==> src/rtl/core/hpt_pkg.sv <==
// Shared types, constants and the gamma threshold table for the HDR pixel tonemapper.
package hpt_pkg;

  localparam int unsigned QBITS       = 24;
  localparam int unsigned DIV_BITS    = 2;
  localparam int unsigned DIV_STAGES  = QBITS / DIV_BITS;
  localparam int unsigned GAM_STAGES  = 8;
  localparam int unsigned LANE_STAGES = 1 + DIV_STAGES + GAM_STAGES;
  localparam int unsigned DEN_W       = QBITS + 1;
  localparam int unsigned NUM_W       = 17;

  localparam logic [4:0] EXP_ALL_ONES = 5'h1f;
  localparam logic [4:0] EXP_BIAS_TOP = 5'd25;
  localparam logic [7:0] CODE_MAX     = 8'hff;

  typedef enum logic [1:0] {
    FMT_HALF_RGBA = 2'd0,
    FMT_BYTE_RGBA = 2'd1,
    FMT_BYTE_BGRA = 2'd2
  } fmt_e;

  typedef struct packed {
    logic                 spec;
    logic [7:0]           spec_code;
    logic [DEN_W-1:0]     rem;
    logic [DEN_W-1:0]     den;
    logic [QBITS-1:0]     quo;
  } div_t;

  typedef struct packed {
    logic             spec;
    logic [7:0]       spec_code;
    logic [QBITS-1:0] y;
    logic [7:0]       code;
  } gam_t;

  typedef logic [255:0][DEN_W-1:0] thr_tab_t;

  // Smallest 0.24 value y with y^5 * 510^11 >= (2k-1)^11 * 2^120, i.e. the exact
  // gamma 2.2 decision point between code k-1 and code k.
  function automatic thr_tab_t gen_thresholds();
    thr_tab_t     tab;
    logic [255:0] c510;
    logic [255:0] rhs;
    logic [255:0] lhs;
    logic [255:0] midw;
    logic [25:0]  lo;
    logic [25:0]  hi;
    logic [25:0]  mid;
    int           k;
    int           i;
    int           it;
    c510 = 256'd1;
    for (i = 0; i < 11; i++) c510 = c510 * 256'd510;
    tab[0] = '0;
    for (k = 1; k < 256; k++) begin
      rhs = 256'd1;
      for (i = 0; i < 11; i++) rhs = rhs * 256'(2 * k - 1);
      rhs = rhs << 120;
      lo  = 26'd0;
      hi  = 26'd1 << QBITS;
      for (it = 0; it < 26; it++) begin
        if (lo < hi) begin
          mid  = (lo + hi) >> 1;
          midw = 256'(mid);
          lhs  = midw * midw * midw * midw * midw * c510;
          if (lhs >= rhs) begin
            hi = mid;
          end else begin
            lo = mid + 26'd1;
          end
        end
      end
      tab[k] = DEN_W'(lo);
    end
    return tab;
  endfunction

  localparam thr_tab_t GAMMA_THR = gen_thresholds();

endpackage

==> src/rtl/core/hpt_lane.sv <==
// One color channel: binary16 decode, pipelined Reinhard divider and gamma code search.
module hpt_lane (
  input  logic                           clk_i,
  input  logic [hpt_pkg::LANE_STAGES-1:0] en_i,
  input  logic [15:0]                    word_i,
  output logic [7:0]                     code_o
);
  import hpt_pkg::*;

  div_t div_q [DIV_STAGES+1];
  div_t div_d [DIV_STAGES+1];
  gam_t gam_in [GAM_STAGES];
  gam_t gam_q [GAM_STAGES];
  gam_t gam_d [GAM_STAGES];

  logic                 sgn;
  logic [4:0]           ex;
  logic [9:0]           mn;
  logic [4:0]           ex_eff;
  logic [10:0]          sig;
  logic [NUM_W-1:0]     num_a;
  logic [DEN_W-1:0]     add_b;

  // Decode: y = a / (a + b), where a carries the scaled significand.
  always_comb begin
    sgn    = word_i[15];
    ex     = word_i[14:10];
    mn     = word_i[9:0];
    ex_eff = (ex == 5'd0) ? 5'd1 : ex;
    sig    = {(ex != 5'd0), mn};
    if (ex >= EXP_BIAS_TOP) begin
      num_a = NUM_W'(sig) << (ex - EXP_BIAS_TOP);
      add_b = DEN_W'(1);
    end else begin
      num_a = NUM_W'(sig);
      add_b = DEN_W'(1) << (EXP_BIAS_TOP - ex_eff);
    end
    div_d[0].spec      = sgn || (ex == EXP_ALL_ONES) || ((ex == 5'd0) && (mn == 10'd0));
    div_d[0].spec_code = (!sgn && (ex == EXP_ALL_ONES) && (mn == 10'd0)) ? CODE_MAX : 8'd0;
    div_d[0].rem       = DEN_W'(num_a);
    div_d[0].den       = DEN_W'(num_a) + add_b;
    div_d[0].quo       = '0;
  end

  always_ff @(posedge clk_i) begin
    if (en_i[0]) div_q[0] <= div_d[0];
  end

  for (genvar j = 1; j <= DIV_STAGES; j++) begin : g_div
    always_comb begin
      logic [DEN_W:0] t;
      logic           ge;
      div_d[j] = div_q[j-1];
      for (int s = 0; s < DIV_BITS; s++) begin
        t  = {div_d[j].rem, 1'b0};
        ge = (t >= {1'b0, div_d[j].den});
        if (ge) t = t - {1'b0, div_d[j].den};
        div_d[j].rem = t[DEN_W-1:0];
        div_d[j].quo = {div_d[j].quo[QBITS-2:0], ge};
      end
    end
    always_ff @(posedge clk_i) begin
      if (en_i[j]) div_q[j] <= div_d[j];
    end
  end

  // Search for the largest code whose threshold y reaches, one code bit a stage.
  for (genvar g = 0; g < GAM_STAGES; g++) begin : g_gam
    if (g == 0) begin : g_head
      assign gam_in[g] = '{spec:      div_q[DIV_STAGES].spec,
                           spec_code: div_q[DIV_STAGES].spec_code,
                           y:         div_q[DIV_STAGES].quo,
                           code:      8'd0};
    end else begin : g_link
      assign gam_in[g] = gam_q[g-1];
    end
    always_comb begin
      logic [7:0] cand;
      gam_d[g] = gam_in[g];
      cand = gam_d[g].code | (8'd1 << (GAM_STAGES - 1 - g));
      if ({1'b0, gam_d[g].y} >= GAMMA_THR[cand]) gam_d[g].code = cand;
    end
    always_ff @(posedge clk_i) begin
      if (en_i[1 + DIV_STAGES + g]) gam_q[g] <= gam_d[g];
    end
  end

  assign code_o = gam_q[GAM_STAGES-1].spec ? gam_q[GAM_STAGES-1].spec_code
                                           : gam_q[GAM_STAGES-1].code;

endmodule
==> config.mk <==
export PLATFORM = sky130hd
export DESIGN_NAME = hpt_lane
export DESIGN_NICKNAME = d
export VERILOG_FILES = /design/src/rtl/core/hpt_pkg.sv /design/src/rtl/core/hpt_lane.sv
export SDC_FILE = /design/constraint.sdc
export NUM_CORES = 2
export LEC_CHECK = 0
export BUFFER_PORTS_ARGS = -buffer_cell sky130_fd_sc_hd__clkbuf_2
export CAP_MARGIN = 20
export CORE_ASPECT_RATIO = 1.2
export CORE_UTILIZATION = 60
export CTS_CLUSTER_SIZE = 28
export DETAILED_ROUTE_END_ITERATION = 7
export PLACE_DENSITY = 0.76
export SLEW_MARGIN = 15
export SYNTH_ARGS = -nofsm -noshare
export SYNTH_HDL_FRONTEND = slang
export SYNTH_SLANG_ARGS = --single-unit
==> constraint.sdc <==
create_clock -name clk_i -period 6.95 [get_ports clk_i]
set_input_delay 1.39 -clock clk_i [delete_from_list [all_inputs] [get_ports clk_i]]
set_output_delay 1.39 -clock clk_i [all_outputs]
set_load 0.005 [all_outputs]
== Word level (Yosys, flattened, before mapping) ==
Memories as Yosys holds them, arrays and structs flattened.
Index checks and enable logic that the tools add are counted.

* Equal/unequal tests: 1
* Add/subtract/negate cells: 27
* Reductions and logical operators: 9
* Magnitude comparators: 40
* Shift-type cells: 2
* Multiplexer cells: 86

{| class="wikitable"
|+ Operators by type and width
! kind !! count
|-
| $mux W25 || 32
|-
| $ge A26 B25 Y1 || 24
|-
| $sub A25 B25 Y25 || 24
|-
| $ge A24 B25 Y1 || 7
|-
| $lt A8 B9 Y1 const B || 7
|-
| $mux W1 || 43
|-
| $add A17 B25 Y25 || 1
|-
| $shl A1 B5 Y25 const A || 1
|-
| $ge A24 B22 Y1 const B || 1
|-
| $mux W8 || 3
|-
| $mux W17 || 1
|-
| $shl A11 B5 Y17 || 1
|-
| $logic_not A10 Y1 || 1
|-
| $mux W5 || 2
|-
| $mux W7 || 1
|-
| $mux W6 || 1
|-
| $eq A5 B5 Y1 const B || 1
|-
| $ge A5 B5 Y1 const B || 1
|-
| $logic_not A5 Y1 || 1
|-
| $reduce_bool A5 Y1 || 1
|-
| $sub A5 B5 Y5 const A || 1
|-
| $sub A5 B5 Y5 const B || 1
|-
| $mux W4 || 1
|-
| $logic_and A1 B1 Y1 || 3
|-
| other kinds (4) || 5
|}

* Input port bits: 38
* Memories: 9
* RAM bits: 1407
* Memory bits (read-only): 22400
* Flip-flop bits (word level): 0
* Output and inout bits: 8

{| class="wikitable"
|+ Memories
! name !! words !! width !! read ports !! clocked after Yosys merged registers in !! wr ports !! RTL line !! RTL
|-
| (no name shown) || 128 || 25 || 1 || 0 || 0 || hpt_lane.sv:81 || <nowiki>if ({1'b0, gam_d[g].y} >= GAMMA_THR[cand]) gam_d[g].code = cand;</nowiki>
|-
| (no name shown) || 128 || 25 || 1 || 0 || 0 || hpt_lane.sv:81 ||
|-
| (no name shown) || 128 || 25 || 1 || 0 || 0 || hpt_lane.sv:81 ||
|-
| (no name shown) || 128 || 25 || 1 || 0 || 0 || hpt_lane.sv:81 ||
|-
| (no name shown) || 128 || 25 || 1 || 0 || 0 || hpt_lane.sv:81 ||
|-
| (no name shown) || 128 || 25 || 1 || 0 || 0 || hpt_lane.sv:81 ||
|-
| +3 memories || -- || -- || -- || -- || -- || -- ||
|}

== Depth between registers and ports, before layout ==
* Depth in word-level cells: 6
* Depth in mapped cells: 27
* Depth with buffers taken out: 23

== Least setup slack after synthesis ==
Ideal clock, no wire load.

* Path type: reg2reg
* Start point: mem div_q[0][356] (netlist bit)
* End point: mem div_q[0][468] (netlist bit), data pin
* Required time: 6.690 ns
* Path buffers: 2
* Period minus slack after synthesis: 6.014 ns
* Setup slack: 0.936 ns
* Arrival time: 5.754 ns
* Stages on the path, launching flop included: 23
* Path through: edfxtp_1 -> inv_1 -> fa_1 -> a211oi_1 -> o21bai_1 -> a21oi_1 -> o21a_1 -> a211oi_1 -> o211a_1 -> nor2_1 -> buf_2 -> mux2_2 -> ha_1 -> and3_1 -> a221o_1 -> a211o_1 -> a21oi_4 -> a311oi_1 -> o31ai_2 -> a31oi_1 -> a2111oi_4 -> buf_6 -> mux2_2

{| class="wikitable"
|+ RTL lines
! item !! RTL line !! RTL
|-
| start, declared || hpt_lane.sv:10 || <nowiki>div_t div_q [DIV_STAGES+1];</nowiki>
|}

==> implementation parameters <==
Parameter                              Value

Run status
  Run status ... finished, final reports clean

Detailed routing
  Met1 routed wirelength after detailed routing ... 84,100 um
  Top layer in use ... met4
  Met2 wire len ... 102,000 um
  Count of routing violations after the opening detailed-route iteration ... 5,914
  DR WL/cell ... 22.0 um
  Post-route DRC violation count ... 0
  Remaining antenna violation count after routing ... 0
  DR pass1 iterations ... 8
  Via count ... 60,889
  Ratio of routed vias to standard cells ... 6.34
  WL met3 ... 12,100 um
  Final routed wirelength across all metal layers ... 212,000 um

Clock network
  Root buffer selected by CTS ... sky130_fd_sc_hd__clkbuf_16
  Count of clock tree sinks ... 994
  Num CTS Buffers ... 103
  Clock network latency to the later pin of the worst-skew pair ... 0.74 ns
  Clock transition at the register clock pins on the worst setup and hold paths after CTS ... 0.06 ns
  Number of hold buffers added after CTS ... 0
  Clock tree from TritonCTS ... yes
  Longest Clk Path Bufs ... 3
  Number of H-tree branching levels ... 3

Final layout
  Footprint of the multi-input gates ... 43,500 um2
  Layout overhead on the synthesized area ... 7.41%
  Most frequent cells in the layout ... 994 x sky130_fd_sc_hd__edfxtp_1, 818 x sky130_fd_sc_hd__ha_1, 707 x sky130_fd_sc_hd__a21oi_1, 615 x sky130_fd_sc_hd__nand2_1, 578 x sky130_fd_sc_hd__o21ai_0
  Filler Cells Inserted ... 10,129
  Layout net count ... 8,725
  Leading cell type in the layout, fill and taps excluded ... sky130_fd_sc_hd__edfxtp_1
  Share of post-route cells with drive strength above 1 ... 0.0874
  Register Area ... 29,800 um2

Worst setup path
  Largest incremental delay on the critical path ... 0.52 ns
  Kind of end point of the critical path ... flip-flop
  Cell family with most CP delay ... compound AO/OA/AOI/OAI gates
  Required arrival time at the worst endpoint ... 7.43 ns
  Worst Setup Path Type ... reg2reg
  Slowest cell on crit path ... sky130_fd_sc_hd__fa_1
  Kind of start point of the critical path ... flip-flop
  Worst Path Arrival ... 7.04 ns
  Total buffers and inverters traversed by the critical path ... 3
  Maximum net fanout on the critical path ... 18
  Critical path cell sequence ... inv_1 > fa_1 > a211oi_2 > o211ai_1 > nand3_1 > a21boi_0 > o41ai_2 > a21o_1 > buf_4 > mux2_2 > ha_1 > and3_1 > a221o_1 > a21oi_1 > o21ai_1 > a221o_1 > a21o_1 > a211oi_2 > o21bai_1 > nor2_4 > buf_12 > mux2_2

Timing
  Total negative setup slack ... 0 ns
  Worst slew margin ... 0.313
  Worst hold slack after final layout ... 0.402 ns
  Worst clock skew on the final layout ... 0.0319 ns
  RSZ-0062 raised after global routing ... false
  Setup-failing EPs final ... 0
  Timing-limited maximum frequency ... 152 MHz
  Post-layout min period ... 6.56 ns
  Max-slew violations ... 0
  Slew @ Worst Pin ... 1.03 ns
  Count of endpoints failing hold in the final timing report ... 0
  Post-route fraction of the period consumed by the critical path ... 0.944

Synth
  Post-Synthesis Mean Instance Area ... 9.72 um2
  Post-synthesis instance area ... 76,300 um2
  Number of enable-type register cells in the synthesized netlist ... 994
  Post-synthesis register bit count ... 994
  Syn Nets ... 8,721
  Proportion of synthesized chip area in sequential cells ... 0.391
  Number of distinct library cells after synthesis ... 103
  Syn. warnings ... 0
  Async SR Flop Fraction ... 0
  Synthesized instance count ... 7,852
  Primary flip-flop cell chosen by synthesis mapping ... sky130_fd_sc_hd__edfxtp_1

Global route
  Grt ovf ... 0
  Largest net degree at the start of global routing ... 172
  Gr usage total ... 0.324
  First-pass GRT wire length ... 326,000 um
  Vias in the first global route ... 59,110
  Number of antenna violations at the first check in global routing ... 0

Floorplanning
  Die Wd ... 328 um
  Core area ... 125,000 um2
  Number of placed I/O pins ... 46
  Starting Density ... 0.608
  DIE AREA ... 129,000 um2
  # rows ... 142
  Die extent in y ... 393 um

Job
  Maximum Capacitance Violations ... 0

Power and ir drop
  Power density cells ... 549 nW/um2
  Maximum resistive drop on vdd ... 0.454 mV
  Leakage power summed over all cells ... 33.9 nW

Place
  Placer Congestion ... 0.972
  Count of input and output buffers ... 45
  HPWL after detailed placement ... 164,000 um

Worst hold path
  Kind of path behind the tightest hold check ... reg2reg
==> registers in the layout, summed over array words and instances, names as in the netlist <==
name,count
div_q,774
gam_q,220
==> where the power goes <==
part / switching [mW] / total, mW / internal, mW
Clock: 2.49 / 5.60 / 3.10
Sequential: 0.949 / 10.1 / 9.11
Combinational: 16.1 / 29.4 / 13.2
Total: 19.6 / 45.0 / 25.4
==> synthesized netlist by cell type (29+ instances only) <==
master	n	area [um2]
sky130_fd_sc_hd__or3_1	40	250
sky130_fd_sc_hd__xnor2_1	326	2860
sky130_fd_sc_hd__nand2_1	615	2310
sky130_fd_sc_hd__nand4_1	86	538
sky130_fd_sc_hd__inv_1	518	1940
sky130_fd_sc_hd__o211ai_1	66	495
sky130_fd_sc_hd__or2_2	42	263
sky130_fd_sc_hd__mux2_2	227	2560
sky130_fd_sc_hd__nand3_1	160	801
sky130_fd_sc_hd__xor2_1	161	1410
sky130_fd_sc_hd__ha_1	818	10200
sky130_fd_sc_hd__clkbuf_1	183	687
sky130_fd_sc_hd__o21a_1	111	833
sky130_fd_sc_hd__nor2_1	540	2030
sky130_fd_sc_hd__edfxtp_1	994	29800
sky130_fd_sc_hd__nor2b_1	88	551
sky130_fd_sc_hd__a211oi_1	91	683
sky130_fd_sc_hd__o21ai_0	579	2900
sky130_fd_sc_hd__a311oi_1	31	272
sky130_fd_sc_hd__and3_1	63	394
sky130_fd_sc_hd__a21o_1	279	2090
sky130_fd_sc_hd__o31ai_1	62	465
sky130_fd_sc_hd__o21bai_1	72	541
sky130_fd_sc_hd__mux2i_1	31	310
sky130_fd_sc_hd__a21oi_1	709	3550
sky130_fd_sc_hd__a21boi_0	29	218
sky130_fd_sc_hd__a31oi_1	82	513
sky130_fd_sc_hd__nand2b_1	94	588
sky130_fd_sc_hd__and2_1	42	263
sky130_fd_sc_hd__buf_1	29	109
sky130_fd_sc_hd__nor3_1	150	751
==> final cells by class <==
cell class / instances / area share
Antenna cell: 1 / 0.0000305
Tap cell: 1656 / 0.0253
Clock inverter: 82 / 0.00998
Timing Repair Buffer: 153 / 0.0143
Sequential cell: 994 / 0.364
Clock buffer: 109 / 0.0317
Inverter: 529 / 0.0243
Multi-Input combinational cell: 6075 / 0.530
==> layer usage <==
| layer | track usage | vias to the layer above |
|---|---|---|
| met5 | 0 | - |
| met2 | 0.555 | 2225 |
| met1 | 0.394 | 28767 |
| met3 | 0.0331 | 567 |
| met4 | 0.197 | 0 |
| li1 | - | 29330 |
==> logic make-up (layout without fill, tap and decap cells) <==
group / Yosys count / count (layout) / synth area share
buffers and inverters: 783 / 873 / 0.0401
AND/OR/NAND/NOR: 2018 / 2018 / 0.124
AO/OA/AOI/OAI: 2429 / 2429 / 0.203
XOR/XNOR: 487 / 487 / 0.0559
adder cells (fa/ha/maj): 831 / 831 / 0.138
multiplexers: 310 / 310 / 0.0479
flip-flops: 994 / 994 / 0.391
other: 0 / 1 / 0
==> per-stage QoR <==
| stage | util | area [um2] | setup slack, ns | power, mW | std cells |
|---|---|---|---|---|---|
| after detailed placement | 0.625 | 78400 | 0.249 | 38.8 | 9395 |
| after floorplan | - | 76300 | 0.936 | 32.5 | 7852 |
| after CTS | 0.652 | 81800 | 0.221 | 44.6 | 9586 |
| after global routing | 0.653 | 82000 | 0.0280 | 48.4 | 9598 |
| after global placement | 0.625 | 78400 | 0.203 | 38.1 | 9395 |
| final | 0.653 | 82000 | 0.386 | 45.0 | 9599 |
==> repair_timing <==
item | 4_1_cts | 5_1_grt
setup buffers | 0 | 10
resized for setup | 0 | 4
setup endpoints to repair | 0 | 52
==> final timing paths <==
path	from	endpoint	slack, ns	cells past startpoint
max	div_q[0][439]$_DFFE_PP_	div_q[0][554]$_DFFE_PP_	0.39	22
max reg2reg	div_q[0][439]$_DFFE_PP_	div_q[0][554]$_DFFE_PP_	0.39	22
min reg2reg	div_q[0][580]$_DFFE_PP_	div_q[0][663]$_DFFE_PP_	0.40	0
min	div_q[0][580]$_DFFE_PP_	div_q[0][663]$_DFFE_PP_	0.40	0
==> worst reg2reg max path, stage by stage (launching register included) <==
cell and delay (ns):
sky130_fd_sc_hd__edfxtp_1 0.48, sky130_fd_sc_hd__inv_1 0.17, sky130_fd_sc_hd__fa_1 0.52, sky130_fd_sc_hd__a211oi_2 0.30, sky130_fd_sc_hd__o211ai_1 0.17, sky130_fd_sc_hd__nand3_1 0.17, sky130_fd_sc_hd__a21boi_0 0.16, sky130_fd_sc_hd__o41ai_2 0.31
sky130_fd_sc_hd__a21o_1 0.26, sky130_fd_sc_hd__buf_4 0.21, sky130_fd_sc_hd__mux2_2 0.37, sky130_fd_sc_hd__ha_1 0.35, sky130_fd_sc_hd__and3_1 0.23, sky130_fd_sc_hd__a221o_1 0.36, sky130_fd_sc_hd__a21oi_1 0.28, sky130_fd_sc_hd__o21ai_1 0.18
sky130_fd_sc_hd__a221o_1 0.38, sky130_fd_sc_hd__a21o_1 0.20, sky130_fd_sc_hd__a211oi_2 0.26, sky130_fd_sc_hd__o21bai_1 0.13, sky130_fd_sc_hd__nor2_4 0.25, sky130_fd_sc_hd__buf_12 0.20, sky130_fd_sc_hd__mux2_2 0.36
Power figures use the tool's default switching activity.
